==> config.mk <==
export PLATFORM = sky130hd
export DESIGN_NAME = midpoint_subdivision_line_clipper
export DESIGN_NICKNAME = d
export VERILOG_FILES = /design/src/rtl/core/msc_pkg.sv /design/src/rtl/core/msc_queue.sv /design/src/rtl/core/msc_front.sv /design/src/rtl/core/msc_back.sv /design/src/rtl/core/midpoint_subdivision_line_clipper.sv
export SDC_FILE = /design/constraint.sdc
export NUM_CORES = 1
export LEC_CHECK = 0
export BUFFER_PORTS_ARGS = -buffer_cell sky130_fd_sc_hd__buf_2
export CAP_MARGIN = 5
export CELL_PAD_IN_SITES_DETAIL_PLACEMENT = 0
export CELL_PAD_IN_SITES_GLOBAL_PLACEMENT = 1
export CORE_ASPECT_RATIO = 0.9
export CORE_UTILIZATION = 52
export CTS_CLUSTER_SIZE = 25
export DETAILED_ROUTE_END_ITERATION = 6
export PLACE_DENSITY_LB_ADDON = 0.1
export SLEW_MARGIN = 20
export SYNTH_ARGS = -nofsm -noshare
export SYNTH_HDL_FRONTEND = slang
export SYNTH_SLANG_ARGS = --single-unit
==> constraint.sdc <==
create_clock -name clock -period 15.5 [get_ports clock]
set_input_delay 3.1 -clock clock [delete_from_list [all_inputs] [get_ports clock]]
set_output_delay 3.1 -clock clock [all_outputs]
set_load 0.01 [all_outputs]
==> src/rtl/core/msc_pkg.sv <==
`default_nettype none
package msc_pkg;

   localparam int COORD_BITS_DEFAULT  = 11;
   localparam int COORD_BITS_MAX      = 16;
   localparam int QUEUE_DEPTH_DEFAULT = 2;
   localparam int CSR_ADDR_BITS       = 4;
   localparam int CSR_DATA_BITS       = 32;

   typedef logic [COORD_BITS_MAX-1:0] coord_max_type;
   typedef logic [1:0]                pass_type;

   localparam pass_type PASS_FIRST = 2'd1;
   localparam pass_type PASS_LAST  = 2'd3;

   typedef enum logic [1:0] {
      REG_WIN_X_MIN = 2'd0,
      REG_WIN_X_MAX = 2'd1,
      REG_WIN_Y_MIN = 2'd2,
      REG_WIN_Y_MAX = 2'd3
   } csr_index_type;

   typedef enum logic [1:0] {
      SEG_ACCEPT,
      SEG_REJECT,
      SEG_CLIP
   } seg_class_type;

   typedef enum logic [1:0] {
      BACK_IDLE,
      BACK_CHECK,
      BACK_BISECT,
      BACK_EMIT
   } back_state_type;

   typedef struct packed {
      logic full;
      logic empty;
   } queue_status_type;

   typedef struct packed {
      coord_max_type x_min;
      coord_max_type x_max;
      coord_max_type y_min;
      coord_max_type y_max;
   } window_type;

   // bit 3 left, bit 2 right, bit 1 below, bit 0 above
   function automatic logic [3:0] outcode(coord_max_type x, coord_max_type y, window_type win);
      outcode = {x < win.x_min, x > win.x_max, y < win.y_min, y > win.y_max};
   endfunction

endpackage
`default_nettype wire

==> src/rtl/core/msc_queue.sv <==
`default_nettype none
module msc_queue
   import msc_pkg::*;
#(
   parameter int WIDTH = 4 * COORD_BITS_DEFAULT + 2,
   parameter int DEPTH = QUEUE_DEPTH_DEFAULT
) (
   input  wire logic             clock,
   input  wire logic             reset,
   input  wire logic             push,
   input  wire logic [WIDTH-1:0] push_data,
   input  wire logic             pop,
   output logic      [WIDTH-1:0] pop_data,
   output queue_status_type      status
);

   localparam int PTR_BITS   = $clog2(DEPTH);
   localparam int COUNT_BITS = $clog2(DEPTH + 1);

   logic [WIDTH-1:0]      store_ff [DEPTH];
   logic [PTR_BITS-1:0]   wr_ptr_ff, wr_ptr_in;
   logic [PTR_BITS-1:0]   rd_ptr_ff, rd_ptr_in;
   logic [COUNT_BITS-1:0] count_ff, count_in;
   logic                  do_push;
   logic                  do_pop;

   assign status.full  = (count_ff == COUNT_BITS'(DEPTH));
   assign status.empty = (count_ff == '0);
   assign do_push      = push && !status.full;
   assign do_pop       = pop && !status.empty;
   assign pop_data     = store_ff[rd_ptr_ff];

   always_comb begin
      wr_ptr_in = wr_ptr_ff;
      rd_ptr_in = rd_ptr_ff;
      count_in  = count_ff;
      if (do_push) begin
         wr_ptr_in = (wr_ptr_ff == PTR_BITS'(DEPTH - 1)) ? '0 : wr_ptr_ff + 1'b1;
      end
      if (do_pop) begin
         rd_ptr_in = (rd_ptr_ff == PTR_BITS'(DEPTH - 1)) ? '0 : rd_ptr_ff + 1'b1;
      end
      if (do_push && !do_pop) begin
         count_in = count_ff + 1'b1;
      end else if (do_pop && !do_push) begin
         count_in = count_ff - 1'b1;
      end
   end

   always_ff @(posedge clock) begin
      if (reset) begin
         wr_ptr_ff <= '0;
         rd_ptr_ff <= '0;
         count_ff  <= '0;
      end else begin
         wr_ptr_ff <= wr_ptr_in;
         rd_ptr_ff <= rd_ptr_in;
         count_ff  <= count_in;
      end
   end

   always_ff @(posedge clock) begin
      if (do_push) begin
         store_ff[wr_ptr_ff] <= push_data;
      end
   end

endmodule
`default_nettype wire

==> src/rtl/core/msc_front.sv <==
`default_nettype none
module msc_front
   import msc_pkg::*;
#(
   parameter int COORD_BITS = COORD_BITS_DEFAULT
) (
   input  wire logic                  req_valid,
   output logic                       req_ready,
   input  wire logic [COORD_BITS-1:0] req_start_x,
   input  wire logic [COORD_BITS-1:0] req_start_y,
   input  wire logic [COORD_BITS-1:0] req_end_x,
   input  wire logic [COORD_BITS-1:0] req_end_y,
   input  window_type                 window,
   input  queue_status_type           queue_status,
   output logic                       push,
   output logic [4*COORD_BITS+$bits(seg_class_type)-1:0] push_data
);

   logic [3:0]    code_a;
   logic [3:0]    code_b;
   seg_class_type seg_class;

   assign code_a = outcode(COORD_BITS_MAX'(req_start_x), COORD_BITS_MAX'(req_start_y), window);
   assign code_b = outcode(COORD_BITS_MAX'(req_end_x), COORD_BITS_MAX'(req_end_y), window);

   always_comb begin
      if (code_a == '0 && code_b == '0) begin
         seg_class = SEG_ACCEPT;
      end else if ((code_a & code_b) != '0) begin
         seg_class = SEG_REJECT;
      end else begin
         seg_class = SEG_CLIP;
      end
   end

   assign req_ready = !queue_status.full;
   assign push      = req_valid && !queue_status.full;
   assign push_data = {seg_class, req_start_x, req_start_y, req_end_x, req_end_y};

endmodule
`default_nettype wire

==> src/rtl/core/msc_back.sv <==
`default_nettype none
module msc_back
   import msc_pkg::*;
#(
   parameter int COORD_BITS = COORD_BITS_DEFAULT
) (
   input  wire logic                  clock,
   input  wire logic                  reset,
   input  window_type                 window,
   input  queue_status_type           queue_status,
   input  wire logic [4*COORD_BITS+$bits(seg_class_type)-1:0] pop_data,
   output logic                       pop,
   output logic                       rsp_valid,
   input  wire logic                  rsp_ready,
   output logic                       rsp_visible,
   output logic      [COORD_BITS-1:0] rsp_clip_ax,
   output logic      [COORD_BITS-1:0] rsp_clip_ay,
   output logic      [COORD_BITS-1:0] rsp_clip_bx,
   output logic      [COORD_BITS-1:0] rsp_clip_by
);

   typedef logic [COORD_BITS-1:0] coord_type;

   back_state_type state_ff, state_in;
   coord_type      ax_ff, ax_in, ay_ff, ay_in, bx_ff, bx_in, by_ff, by_in;
   coord_type      rx_ff, rx_in, ry_ff, ry_in;
   pass_type       pass_ff, pass_in;
   logic           vis_ff, vis_in;
   logic           rsp_valid_ff, rsp_valid_in;
   logic           rsp_visible_ff, rsp_visible_in;
   coord_type      rsp_ax_ff, rsp_ax_in, rsp_ay_ff, rsp_ay_in;
   coord_type      rsp_bx_ff, rsp_bx_in, rsp_by_ff, rsp_by_in;

   seg_class_type     pop_class;
   coord_type         pop_ax, pop_ay, pop_bx, pop_by;
   logic [3:0]        code_a, code_b, code_m;
   logic [COORD_BITS:0] sum_x, sum_y;
   coord_type         mid_x, mid_y, diff_x, diff_y;
   logic              far;
   logic              both_inside;
   logic              shared;
   logic              out_free;

   assign {pop_class, pop_ax, pop_ay, pop_bx, pop_by} = pop_data;

   assign code_a = outcode(COORD_BITS_MAX'(ax_ff), COORD_BITS_MAX'(ay_ff), window);
   assign code_b = outcode(COORD_BITS_MAX'(bx_ff), COORD_BITS_MAX'(by_ff), window);
   assign sum_x  = {1'b0, ax_ff} + {1'b0, bx_ff};
   assign sum_y  = {1'b0, ay_ff} + {1'b0, by_ff};
   assign mid_x  = sum_x[COORD_BITS:1];
   assign mid_y  = sum_y[COORD_BITS:1];
   assign code_m = outcode(COORD_BITS_MAX'(mid_x), COORD_BITS_MAX'(mid_y), window);
   assign diff_x = (ax_ff > bx_ff) ? ax_ff - bx_ff : bx_ff - ax_ff;
   assign diff_y = (ay_ff > by_ff) ? ay_ff - by_ff : by_ff - ay_ff;
   assign far    = (diff_x[COORD_BITS-1:1] != '0) || (diff_y[COORD_BITS-1:1] != '0);

   assign both_inside = (code_a == '0) && (code_b == '0);
   assign shared      = (code_a & code_b) != '0;
   assign out_free    = !rsp_valid_ff || rsp_ready;

   always_comb begin
      state_in = state_ff;
      unique case (state_ff)
         BACK_IDLE: begin
            if (!queue_status.empty) begin
               state_in = (pop_class == SEG_CLIP) ? BACK_CHECK : BACK_EMIT;
            end
         end
         BACK_CHECK: begin
            if (both_inside || shared || pass_ff == PASS_LAST) begin
               state_in = BACK_EMIT;
            end else if (code_b != '0) begin
               state_in = BACK_BISECT;
            end
         end
         BACK_BISECT: begin
            if (!far) begin
               state_in = BACK_CHECK;
            end
         end
         BACK_EMIT: begin
            if (out_free) begin
               state_in = BACK_IDLE;
            end
         end
         default: state_in = BACK_IDLE;
      endcase
   end

   always_comb begin
      pop            = 1'b0;
      ax_in          = ax_ff;
      ay_in          = ay_ff;
      bx_in          = bx_ff;
      by_in          = by_ff;
      rx_in          = rx_ff;
      ry_in          = ry_ff;
      pass_in        = pass_ff;
      vis_in         = vis_ff;
      rsp_valid_in   = rsp_valid_ff && !rsp_ready;
      rsp_visible_in = rsp_visible_ff;
      rsp_ax_in      = rsp_ax_ff;
      rsp_ay_in      = rsp_ay_ff;
      rsp_bx_in      = rsp_bx_ff;
      rsp_by_in      = rsp_by_ff;
      unique case (state_ff)
         BACK_IDLE: begin
            if (!queue_status.empty) begin
               pop     = 1'b1;
               ax_in   = pop_ax;
               ay_in   = pop_ay;
               bx_in   = pop_bx;
               by_in   = pop_by;
               pass_in = PASS_FIRST;
               vis_in  = (pop_class == SEG_ACCEPT);
            end
         end
         BACK_CHECK: begin
            if (both_inside) begin
               vis_in = 1'b1;
            end else if (shared) begin
               vis_in = 1'b0;
            end else if (pass_ff == PASS_LAST) begin
               vis_in = 1'b1;
            end else if (code_b != '0) begin
               rx_in = ax_ff;
               ry_in = ay_ff;
            end else begin
               ax_in   = bx_ff;
               ay_in   = by_ff;
               bx_in   = ax_ff;
               by_in   = ay_ff;
               pass_in = pass_ff + 1'b1;
            end
         end
         BACK_BISECT: begin
            if (far) begin
               if ((code_m & code_b) != '0) begin
                  bx_in = mid_x;
                  by_in = mid_y;
               end else begin
                  ax_in = mid_x;
                  ay_in = mid_y;
               end
            end else begin
               ax_in   = bx_ff;
               ay_in   = by_ff;
               bx_in   = rx_ff;
               by_in   = ry_ff;
               pass_in = pass_ff + 1'b1;
            end
         end
         BACK_EMIT: begin
            if (out_free) begin
               rsp_valid_in   = 1'b1;
               rsp_visible_in = vis_ff;
               rsp_ax_in      = vis_ff ? ax_ff : '0;
               rsp_ay_in      = vis_ff ? ay_ff : '0;
               rsp_bx_in      = vis_ff ? bx_ff : '0;
               rsp_by_in      = vis_ff ? by_ff : '0;
            end
         end
         default: pop = 1'b0;
      endcase
   end

   always_ff @(posedge clock) begin
      if (reset) begin
         state_ff     <= BACK_IDLE;
         rsp_valid_ff <= 1'b0;
      end else begin
         state_ff     <= state_in;
         rsp_valid_ff <= rsp_valid_in;
      end
   end

   always_ff @(posedge clock) begin
      ax_ff          <= ax_in;
      ay_ff          <= ay_in;
      bx_ff          <= bx_in;
      by_ff          <= by_in;
      rx_ff          <= rx_in;
      ry_ff          <= ry_in;
      pass_ff        <= pass_in;
      vis_ff         <= vis_in;
      rsp_visible_ff <= rsp_visible_in;
      rsp_ax_ff      <= rsp_ax_in;
      rsp_ay_ff      <= rsp_ay_in;
      rsp_bx_ff      <= rsp_bx_in;
      rsp_by_ff      <= rsp_by_in;
   end

   assign rsp_valid   = rsp_valid_ff;
   assign rsp_visible = rsp_visible_ff;
   assign rsp_clip_ax = rsp_ax_ff;
   assign rsp_clip_ay = rsp_ay_ff;
   assign rsp_clip_bx = rsp_bx_ff;
   assign rsp_clip_by = rsp_by_ff;

endmodule
`default_nettype wire

==> src/rtl/core/midpoint_subdivision_line_clipper.sv <==
// Clips one segment per request against the window held in four registers (x min at 0x0,
// x max at 0x4, y min at 0x8, y max at 0xC) by midpoint subdivision and returns a visible
// flag with the two clipped endpoints; a rejected segment returns all-zero endpoints. The
// front end classifies each request by outcodes and queues it, so requests are accepted
// while the back end works, as long as the queue is not full. A trivially accepted or rejected
// segment is loaded from the queue in the idle state and answered in the emit state. Any other
// segment also goes through up to three pass checks, up to COORD_BITS halvings per searched
// end and one swap of the ends after each search, with at most two searches. A stalled
// response holds the back end in its emit state until the previous response is taken.
`default_nettype none
module midpoint_subdivision_line_clipper
   import msc_pkg::*;
#(
   parameter int COORD_BITS  = COORD_BITS_DEFAULT,
   parameter int QUEUE_DEPTH = QUEUE_DEPTH_DEFAULT
) (
   input  wire logic                     clock,
   input  wire logic                     reset,
   input  wire logic                     req_valid,
   output logic                          req_ready,
   input  wire logic [COORD_BITS-1:0]    req_start_x,
   input  wire logic [COORD_BITS-1:0]    req_start_y,
   input  wire logic [COORD_BITS-1:0]    req_end_x,
   input  wire logic [COORD_BITS-1:0]    req_end_y,
   output logic                          rsp_valid,
   input  wire logic                     rsp_ready,
   output logic                          rsp_visible,
   output logic      [COORD_BITS-1:0]    rsp_clip_ax,
   output logic      [COORD_BITS-1:0]    rsp_clip_ay,
   output logic      [COORD_BITS-1:0]    rsp_clip_bx,
   output logic      [COORD_BITS-1:0]    rsp_clip_by,
   input  wire logic                     csr_psel,
   input  wire logic                     csr_penable,
   input  wire logic                     csr_pwrite,
   input  wire logic [CSR_ADDR_BITS-1:0] csr_paddr,
   input  wire logic [CSR_DATA_BITS-1:0] csr_pwdata,
   output logic      [CSR_DATA_BITS-1:0] csr_prdata,
   output logic                          csr_pready
);

   localparam int ITEM_BITS = 4 * COORD_BITS + $bits(seg_class_type);

   logic [COORD_BITS-1:0] win_x_min_ff, win_x_min_in;
   logic [COORD_BITS-1:0] win_x_max_ff, win_x_max_in;
   logic [COORD_BITS-1:0] win_y_min_ff, win_y_min_in;
   logic [COORD_BITS-1:0] win_y_max_ff, win_y_max_in;
   logic                  csr_write;
   csr_index_type         csr_index;
   window_type            window;
   queue_status_type      queue_status;
   logic                  push;
   logic                  pop;
   logic [ITEM_BITS-1:0]  push_data;
   logic [ITEM_BITS-1:0]  pop_data;

   assign csr_pready = 1'b1;
   assign csr_write  = csr_psel && csr_penable && csr_pwrite && csr_pready;
   assign csr_index  = csr_index_type'(csr_paddr[CSR_ADDR_BITS-1:2]);

   always_comb begin
      win_x_min_in = win_x_min_ff;
      win_x_max_in = win_x_max_ff;
      win_y_min_in = win_y_min_ff;
      win_y_max_in = win_y_max_ff;
      if (csr_write) begin
         unique case (csr_index)
            REG_WIN_X_MIN: win_x_min_in = csr_pwdata[COORD_BITS-1:0];
            REG_WIN_X_MAX: win_x_max_in = csr_pwdata[COORD_BITS-1:0];
            REG_WIN_Y_MIN: win_y_min_in = csr_pwdata[COORD_BITS-1:0];
            REG_WIN_Y_MAX: win_y_max_in = csr_pwdata[COORD_BITS-1:0];
            default:       win_x_min_in = win_x_min_ff;
         endcase
      end
   end

   always_comb begin
      unique case (csr_index)
         REG_WIN_X_MIN: csr_prdata = CSR_DATA_BITS'(win_x_min_ff);
         REG_WIN_X_MAX: csr_prdata = CSR_DATA_BITS'(win_x_max_ff);
         REG_WIN_Y_MIN: csr_prdata = CSR_DATA_BITS'(win_y_min_ff);
         REG_WIN_Y_MAX: csr_prdata = CSR_DATA_BITS'(win_y_max_ff);
         default:       csr_prdata = '0;
      endcase
   end

   always_ff @(posedge clock) begin
      if (reset) begin
         win_x_min_ff <= '0;
         win_x_max_ff <= {COORD_BITS{1'b1}};
         win_y_min_ff <= '0;
         win_y_max_ff <= {COORD_BITS{1'b1}};
      end else begin
         win_x_min_ff <= win_x_min_in;
         win_x_max_ff <= win_x_max_in;
         win_y_min_ff <= win_y_min_in;
         win_y_max_ff <= win_y_max_in;
      end
   end

   assign window.x_min = COORD_BITS_MAX'(win_x_min_ff);
   assign window.x_max = COORD_BITS_MAX'(win_x_max_ff);
   assign window.y_min = COORD_BITS_MAX'(win_y_min_ff);
   assign window.y_max = COORD_BITS_MAX'(win_y_max_ff);

   msc_front #(
      .COORD_BITS (COORD_BITS)
   ) u_front (
      .req_valid    (req_valid),
      .req_ready    (req_ready),
      .req_start_x  (req_start_x),
      .req_start_y  (req_start_y),
      .req_end_x    (req_end_x),
      .req_end_y    (req_end_y),
      .window       (window),
      .queue_status (queue_status),
      .push         (push),
      .push_data    (push_data)
   );

   msc_queue #(
      .WIDTH (ITEM_BITS),
      .DEPTH (QUEUE_DEPTH)
   ) u_queue (
      .clock     (clock),
      .reset     (reset),
      .push      (push),
      .push_data (push_data),
      .pop       (pop),
      .pop_data  (pop_data),
      .status    (queue_status)
   );

   msc_back #(
      .COORD_BITS (COORD_BITS)
   ) u_back (
      .clock        (clock),
      .reset        (reset),
      .window       (window),
      .queue_status (queue_status),
      .pop_data     (pop_data),
      .pop          (pop),
      .rsp_valid    (rsp_valid),
      .rsp_ready    (rsp_ready),
      .rsp_visible  (rsp_visible),
      .rsp_clip_ax  (rsp_clip_ax),
      .rsp_clip_ay  (rsp_clip_ay),
      .rsp_clip_bx  (rsp_clip_bx),
      .rsp_clip_by  (rsp_clip_by)
   );

endmodule
`default_nettype wire

---- Word level (Yosys, flattened, before mapping) ----
Memories as Yosys holds them, arrays and structs flattened. A register that Yosys moved wholly into a read port is not among the register bits.
Cells that the tools add are included.
word-level totals
  memories kept ........................... 1
  bits in registers ....................... 165
  memory bits (writable) .................. 92
  logic and storage cells ................. 198
  input port bits ......................... 87
  output and inout port bits .............. 80
cells by class
  reduce and logical (&&, ||, !) cells .... 48
  equality and inequality tests ........... 20
  bitwise logic cells ..................... 6
  add/sub/neg operators ................... 11
  muxes and demuxes ....................... 68
  order comparisons ....................... 22
memory list
  name              depth  width  read ports  clocked after Yosys merged registers in  wr ports  line             text
  u_queue.store_ff  2      46     1           1                                        1         msc_queue.sv:20  logic [WIDTH-1:0] store_ff [DEPTH];
operator list
  kind                                       count
  11-bit 2-to-1 mux                          30
  11-bit greater-than comparator             12
  11-bit one-hot mux with 3 select lines     4
  32-bit one-hot mux with 4 select lines     1
  11-bit less-than comparator                10
  11-bit subtractor                          4
  2-bit 2-to-1 mux                           16
  11-bit by 11-bit adder with 12-bit output  2
  7-bit AND reduction                        3
  10-bit nonzero test                        2
  4-bit zero test                            4
  4-bit nonzero test                         4
  2-bit == test, second input constant       7
  1-bit 2-to-1 mux                           14
  4-bit bitwise AND                          3
  2-bit != test, second input constant       6
  1-bit logical AND                          10
  2-bit AND reduction                        5
  2-bit zero test                            4
  2-bit one-hot mux with 4 select lines      1
  1-bit zero test                            6
  3-bit != test, second input constant       2
  2-bit one-hot mux with 3 select lines      1
  5-bit AND reduction                        1
  other kinds (14)                           23

---- Logic depth before layout (Yosys ltp) ----
Gate-level depths: netlist of run 1.
  depth in word-level cells ............... 8
  gate-level depth with buffers ........... 18

---- Modules after synthesis ----
From an unflattened synthesis of run 1, not the netlist that was laid out.
unflattened totals
  cell total of the unflattened synthesis .. 1874
  area, all modules ....................... 19478.7 um^2
modules (own cells, without submodules)
  module                             seq. area each (um^2)  area each (um^2)  cells each  times used
  msc_back                           3483.3                 11314.6           1181        1
  msc_queue                          2862.7                 3533.4            168         1
  msc_front                          0.0                    2442.3            316         1
  midpoint_subdivision_line_clipper  880.8                  2188.3            209         1

---- Worst setup path after synthesis of run 1 ----
Ideal clock, no wire load.
  path type ............................... input to output
  start point ............................. input csr_paddr[2]
  end point ............................... output csr_prdata[1]
  required time ........................... 12400 ps
  arrival time ............................ 4466 ps
  cell stages on the path ................. 3
  slack ................................... 7934 ps
  buffers on the path ..................... 2
  cells stage by stage .................... clkbuf_1 clkbuf_1 mux4_2
between the ends
  word-level cells in the longest chain between the ends .. 2
  elaborated cells on any way between the ends .. 5
  those cells by class .................... 3 x eq/ne; 1 x mux; 1 x reduce/logical
RTL lines
  element                                   line                                     text
  start: declaration                        midpoint_subdivision_line_clipper.sv:35  input wire logic [CSR_ADDR_BITS-1:0] csr_paddr,
  2-bit == test (tied with other cells)     midpoint_subdivision_line_clipper.sv:77  unique case (csr_index)
  32-bit one-hot mux with 4 select lines *  midpoint_subdivision_line_clipper.sv:77
  end: declaration                          midpoint_subdivision_line_clipper.sv:37  output logic [CSR_DATA_BITS-1:0] csr_prdata,
Mark *: on every way between the ends. The rest lies on a longest branch, timed or not. The select of a mux whose other input is x is not followed.

---- Final worst setup path of run 1 ----
  start point ............................. input csr_paddr[2]
  end point ............................... output csr_prdata[7]
Same word-level chain as after synthesis.

==> metrics.yaml, run 1 <==
drt:
  wl_per_cell_um: 22.1
  remaining_drc_errors: 0
  routed_wl_mm: 52.2
  via_per_inst: 6.09
  num_vias: 14400
  drt.antenna.violating_nets: 0
  initialDrtViolationCount: 1061
  firstDrtPassIters: 6
timing:
  grt_setup_unrepaired: "no"
  worstMarginPinSlew_ns: 0.972
  finalMaxSlewViolations: 0
  fin_skew_ns: 0.0273
  maxSlewHeadroom: 0.350
  worst_slack_ns: 8.11
  setup_tns_ns: 0
  max_freq_mhz: 135
  hold_viol_final: 0
  fin_crit_ns: 7.39
  fin_crit_sh: 0.477
  setup-violations-final: 0
hold_path:
  hold_path.class: "register to register"
  hold_depth: 2
power_and_ir_drop:
  p_leak_nw: 8.66
  seq_power_share: 0.269
  cell_internal_pwr_w: 0.00248
  p_clk_frac: 0.161
  combPwrFrac: 0.570
  swShare: 0.462
  p_per_area_nw_per_um2: 224
  ir_worst_vdd_v: 0.000118
  netSwitchingPower_w: 0.00213
global_route:
  antenna_found_initial: 0
  grt_pass1_vias: 13800
  track_usage: 0.283
  grt_start_max_net_pins: 62
  grt_overflow: 0
  grt_pass1_wl_mm: 79.9
worst_setup_path:
  crit_path_end_kind: "output pin"
  endpoint: "csr_prdata[7]"
  rr_endpoint: "u_back.ay_ff[2]$_DFFE_PP_"
  cp_slowest_cell: "mux4_2"
  path_class: "input port to output pin"
  cp_num_cells: 3
  r2r_setup_slack_ns: 9.73
  cp-start-kind: "input port"
  crit_path_start: "csr_paddr[2]"
  crit_buf_inv: 2
  cpMostUsedCell: "buf_2"
  crit_arrival_ns: 4.29
  crit_path_cell_trace: "buf_2 -> mux4_2 -> buf_2"
  crit_required_ns: 12.40
  ff2ff_path_depth: 17
  path_delay_family: "multiplexers"
  cp_max_fo: 16
  reg2reg_from: "u_back.bx_ff[1]$_DFFE_PP_"
  cpPeakStageDelay_ns: 0.61
placement:
  dpl.hpwl_mm: 39.5
  place_ws_ns: 8.14
  gp_congestion: 0.868
  portBuffers: 121
floorplanning:
  rows: 65
  fp.coreArea_um2: 35200
  dieArea_um2: 36700
  die_w_um: 202
  die_y_um: 182
  start_util: 0.531
  ios: 167
synth:
  synth_top_area_cell: "edfxtp_1"
  synthTopCellsByArea: "edfxtp_1 33%, ha_1 19%, dfxtp_1 5.6%, mux2i_1 3.5%, a21oi_1 2.8%"
  syn-instance-count: 1768
  synth_most_common_cell: "ha_1"
  ys_seq_area_frac: 0.387
  synthTopCellsByCount: "281 x ha_1, 206 x edfxtp_1, 123 x inv_1"
  async_flop_share: 0
  yosysUniqueCellTypes: 103
  synth_area_um2: 18700
  synth_top_flop_cell: "edfxtp_1"
  yosys_warnings: 0
  ys_seq_elements: 258
  synth_enable_flop_cells: 206
  syn-mean-instance-area_um2: 10.6
  synth_top_area_frac: 0.331
clock_network:
  h-tree-depth: 1
  cts_made_buffers: 28
  ctsHoldBuffers: 0
  cts_tree: "done"
  numClockSinks: 258
  cts.clk_slew.worst_paths_ns: 0.07
  root_buffer: "clkbuf_16"
  post_cts_buffers: 0
  clk-insertion-delay-late_ns: 0.59
  clockBufferDepth: 3
  ctsResizeCount: 0
cells_and_area:
  diodes: 0
  area_delta_synth_final_pct: 10.3
  finalCoreUtilization: 0.585
  drive_gt1_frac: 0.132
  nets: 2242
  nFillCells: 3031
run_status:
  status: "complete, no violations"
run:
  maxCapViolCount: 0
## tightest hold or removal path, delay by kind of cell, from the launching register on
kind	cells	cell delay, ns
xor+xnor	1	0.08
flops	1	0.32
simple gates	1	0.07
## layer usage
layer | global-route usage | vias up | wire, um
li1 | - | 6797 | -
met1 | 0.407 | 7069 | 24100
met2 | 0.452 | 449 | 23700
met3 | 0.0474 | 53 | 3620
met4 | 0.0491 | 0 | 793
met5 | 0 | - | 0
## sequential cells by signal, summed over array words and instances (netlist names), 2 cells and up, named ones only
name	flops
u_back.state_ff	2
win_y_min_ff	11
u_queue.store_ff	92
u_back.rsp_clip_by	11
u_back.rx_ff	11
win_x_max_ff	11
u_back.pass_ff	2
u_back.ax_ff	11
u_back.by_ff	11
u_back.rsp_clip_ay	11
win_y_max_ff	11
win_x_min_ff	11
u_back.ay_ff	11
u_queue.count_ff	2
u_back.rsp_clip_bx	11
u_back.bx_ff	11
u_back.ry_ff	11
u_back.rsp_clip_ax	11
## how the worst min path moves through the flow
stage                                         startpoint                              to  slack (ns)
final                     u_queue.rd_ptr_ff$_SDFFE_PP0P_  u_queue.rd_ptr_ff$_SDFFE_PP0P_        0.51
after global placement    u_queue.rd_ptr_ff$_SDFFE_PP0P_                        register        0.48
after CTS                 u_queue.rd_ptr_ff$_SDFFE_PP0P_  u_queue.rd_ptr_ff$_SDFFE_PP0P_        0.51
after global routing      u_queue.rd_ptr_ff$_SDFFE_PP0P_  u_queue.rd_ptr_ff$_SDFFE_PP0P_        0.53
after detailed placement  u_queue.rd_ptr_ff$_SDFFE_PP0P_  u_queue.rd_ptr_ff$_SDFFE_PP0P_        0.50
after floorplan           u_queue.rd_ptr_ff$_SDFFE_PP0P_                        register        0.47
## power by group through the flow
stage	logic [W]	clock network (W)	registers, W
2_1_floorplan	0.00201	0	0.00114
3_3_place_gp	0.00250	0	0.00125
3_5_place_dp	0.00259	0	0.00125
4_1_cts	0.00261	0.000754	0.00123
5_1_grt	0.00293	0.000784	0.00126
6_report	0.00263	0.000743	0.00124
## cells in the final DEF, fill, tap and decap left out, drive strengths merged, types with 24 or more instances in the layout
master / synthesis / layout
edfxtp: 206 / 206
nand3: 38 / 38
inv: 125 / 126
dfxtp: 52 / 52
a211oi: 24 / 24
o21ai: 105 / 105
buf: 47 / 132
ha: 281 / 281
o211ai: 30 / 30
a21oi: 106 / 106
a21o: 31 / 31
mux2i: 66 / 66
nand4: 29 / 29
a211o: 42 / 42
and2: 52 / 52
nor2: 97 / 97
clkbuf: 32 / 28
nand2: 101 / 101
## final cells by class
cell class                      instances  area [um2]  share of cell area
Clock buffer                           28         701              0.0340
Multi-Input combinational cell       1322       10600               0.514
Timing Repair Buffer                  132         696              0.0338
Sequential cell                       258        7230               0.351
Inverter                              126         473              0.0229
Clock inverter                         24         328              0.0159
Tap cell                              469         587              0.0285
## through the flow
stage	instances	cell area (um2)	total power, W	hold WS (ns)
finish	2359	20600	0.00461	0.506
global route	2359	20600	0.00498	0.527
CTS	2359	20600	0.00460	0.513
detailed placement	2307	19600	0.00384	0.496
global placement	2306	19500	0.00375	0.484
floorplan	1788	18800	0.00315	0.472
## kinds of logic after synthesis
kind of cell             count (synthesis)  synth area share
AND/OR/NAND/NOR                        453             0.134
flip-flops                             258             0.387
other                                    2          0.000402
multiplexers                            80            0.0504
buffers and inverters                  208            0.0541
adder cells (fa/ha/maj)                287             0.195
XOR/XNOR                                34            0.0159
AO/OA/AOI/OAI                          446             0.164
Note: power is estimated with default switching activity, not from simulation.
==> run 2: changes to the inputs <==
--- a/config.mk
+++ b/config.mk
@@ -10,7 +10,7 @@
 export CELL_PAD_IN_SITES_DETAIL_PLACEMENT = 0
 export CELL_PAD_IN_SITES_GLOBAL_PLACEMENT = 1
 export CORE_ASPECT_RATIO = 0.9
-export CORE_UTILIZATION = 52
+export CORE_UTILIZATION = 49
 export CTS_CLUSTER_SIZE = 25
 export DETAILED_ROUTE_END_ITERATION = 6
 export PLACE_DENSITY_LB_ADDON = 0.1
==> constraint.sdc (replaced) <==
create_clock -name clock -period 7.1 [get_ports clock]
set_input_delay 1.42 -clock clock [delete_from_list [all_inputs] [get_ports clock]]
set_output_delay 1.42 -clock clock [all_outputs]
set_load 0.01 [all_outputs]
==> run 2 against run 1 <==
Combinational power up 120%. Critical endpoint is now u_back.bx_ff[2]$_DFFE_PP_. Cell count up 0.89%. Core utilization shrank 3.1 points. Routed wire length rose by 2.2%. Highest routed layer is now met5. Hold slack got worse by 0.0028 ns. Critical path depth up 8. Clock power up 140%. Die area increased by 6.1%. Non-clock buffer count did not move. Worst setup slack lost 6.6 ns.
==> metrics.yaml, run 2 (synthesized netlist as in run 1, its figures left out) <==
hold_path:
  hold_path.class: "register to register"
  min_from: "u_queue.rd_ptr_ff$_SDFFE_PP0P_"
cells_and_area:
  regMostFlops: "u_queue.store_ff"
  final_area_um2: 20700
  final_common_cell: "ha_1"
  area_delta_synth_final_pct: 10.9
  stdcell_count: 2380
  nets: 2245
  drive_gt1_frac: 0.135
  largest_reg_flops: 92
  final_cell_mix: "280 x ha_1, 206 x edfxtp_1, 123 x inv_1"
run_status:
  status: "complete, no violations"
clock_network:
  post_cts_buffers: 0
  ctsHoldBuffers: 0
  numClockSinks: 258
  clk-insertion-delay-late_ns: 0.60
  clockBufferDepth: 3
  ctsResizeCount: 0
  cts_tree: "done"
  cts.clk_slew.worst_paths_ns: 0.06
  cts_made_buffers: 31
  root_buffer: "clkbuf_16"
  h-tree-depth: 1
worst_setup_path:
  path_class: "register to register"
  crit_buf_inv: 1
  cp-start-kind: "register"
  cp_max_fo: 22
  reg2reg_from: "u_back.bx_ff[4]$_DFFE_PP_"
  path_delay_family: "compound AO/OA/AOI/OAI gates"
  crit_path_cell_trace: "inv_1 -> ha_1 -> and4_1 -> and3_1 -> o31a_1 -> or3_1 -> a2111oi_0 -> a31oi_1 -> a2111oi_4 -> nor2_1 -> a21oi_4"
  crit_arrival_ns: 5.76
  crit_path_start: "u_back.bx_ff[4]$_DFFE_PP_"
  cpPeakStageDelay_ns: 0.83
  cp_slowest_cell: "a21oi_4"
  crit_path_end_kind: "register"
  crit_required_ns: 7.32
power_and_ir_drop:
  p_clk_frac: 0.173
  cell_internal_pwr_w: 0.00552
  p_per_area_nw_per_um2: 492
  p_leak_nw: 8.70
  seq_power_share: 0.262
  ir_worst_vdd_v: 0.000265
  fin_total_pwr_w: 0.0102
  netSwitchingPower_w: 0.00469
  combPwrFrac: 0.566
  swShare: 0.459
global_route:
  grt_start_max_net_pins: 63
  grt_pass1_wl_mm: 81.7
  grt_pass1_vias: 14000
  antenna_found_initial: 2
  grt_overflow: 0
  track_usage: 0.273
timing:
  max_freq_mhz: 180
  worstMarginPinSlew_ns: 1.08
  maxSlewHeadroom: 0.277
  setup_tns_ns: 0
  grt_setup_unrepaired: "no"
  setup-violations-final: 0
  fin_crit_ns: 5.55
  fin_crit_sh: 0.781
  finalMaxSlewViolations: 0
  hold_viol_final: 0
  fin_skew_ns: 0.0106
drt:
  wl_per_cell_um: 22.4
  via_per_inst: 5.97
  initialDrtViolationCount: 919
  remaining_drc_errors: 0
  routed_wl_mm: 53.3
  drt.antenna.violating_nets: 0
  num_vias: 14200
  firstDrtPassIters: 5
placement:
  gp_congestion: 0.915
  portBuffers: 121
  dp_cells: 2321
  dpl.hpwl_mm: 40.2
  place_area_um2: 19600
floorplanning:
  rows: 67
  start_util: 0.500
  dieArea_um2: 38900
  fp.coreArea_um2: 37400
  ios: 167
  die_y_um: 187
  die_w_um: 208
run:
  maxCapViolCount: 0
## run 2: changes by cell type in the layout (fill, tap and decap cells not counted), moves of 2 or more
cell       previous run  this run
clkbuf_1              0         3
clkbuf_16            28        31
clkinv_2              6         3
clkbuf_8              0         2
clkinv_1              6         4
inv_6                 0         2
## run 2: stage by stage
stage,utilization,hold WS (ns),setup slack (ns)
after global routing,0.554,0.545,1.22
after global placement,0.524,0.485,1.67
after floorplan,-,0.472,2.18
after CTS,0.554,0.504,1.58
after detailed placement,0.524,0.489,1.62
final,0.554,0.503,1.55
## run 2: layer usage
metal | GRT usage | vias to the layer above | part of all wire
met5 | 0 | - | 0.00024
met4 | 0.0775 | 2 | 0.029
met3 | 0.0514 | 87 | 0.064
met2 | 0.422 | 407 | 0.44
met1 | 0.389 | 6916 | 0.47
li1 | - | 6802 | -
## run 2: worst register-to-register path, stage by stage, from the launching register on
cell and delay [ns]:
edfxtp_1 0.62, inv_1 0.09, ha_1 0.55, and4_1 0.33, and3_1 0.15, o31a_1 0.28
or3_1 0.31, a2111oi_0 0.71, a31oi_1 0.29, a2111oi_4 0.80, nor2_1 0.20, a21oi_4 0.83
## run 2: power by group through the flow
| stage | combinational [W] | clock, W | sequential, W |
|---|---|---|---|
| global placement | 0.00555 | 0 | 0.00268 |
| detailed placement | 0.00569 | 0 | 0.00270 |
| global route | 0.00642 | 0.00185 | 0.00272 |
| CTS | 0.00573 | 0.00178 | 0.00267 |
| floorplan | 0.00438 | 0 | 0.00248 |
| finish | 0.00577 | 0.00176 | 0.00267 |
## run 2: layout make-up
type / count / area (um2)
clock buffers: 36 / 815
clock inverters: 22 / 318
diodes: 1 / 2.50
multi-input cells: 1322 / 10600
flip-flops and latches: 258 / 7230
well taps: 483 / 604
repair buffers: 132 / 688
fillers: 3272 / 16700
inverters: 126 / 473
## run 2: path summary, 6_finish.rpt
kind,end,slack [ns],depth (start not counted)
setup / recovery,u_back.bx_ff[2]$_DFFE_PP_,1.55,11
hold / removal,register,0.50,2
setup reg to reg,u_back.bx_ff[2]$_DFFE_PP_,1.55,11
hold reg to reg,register,0.50,2
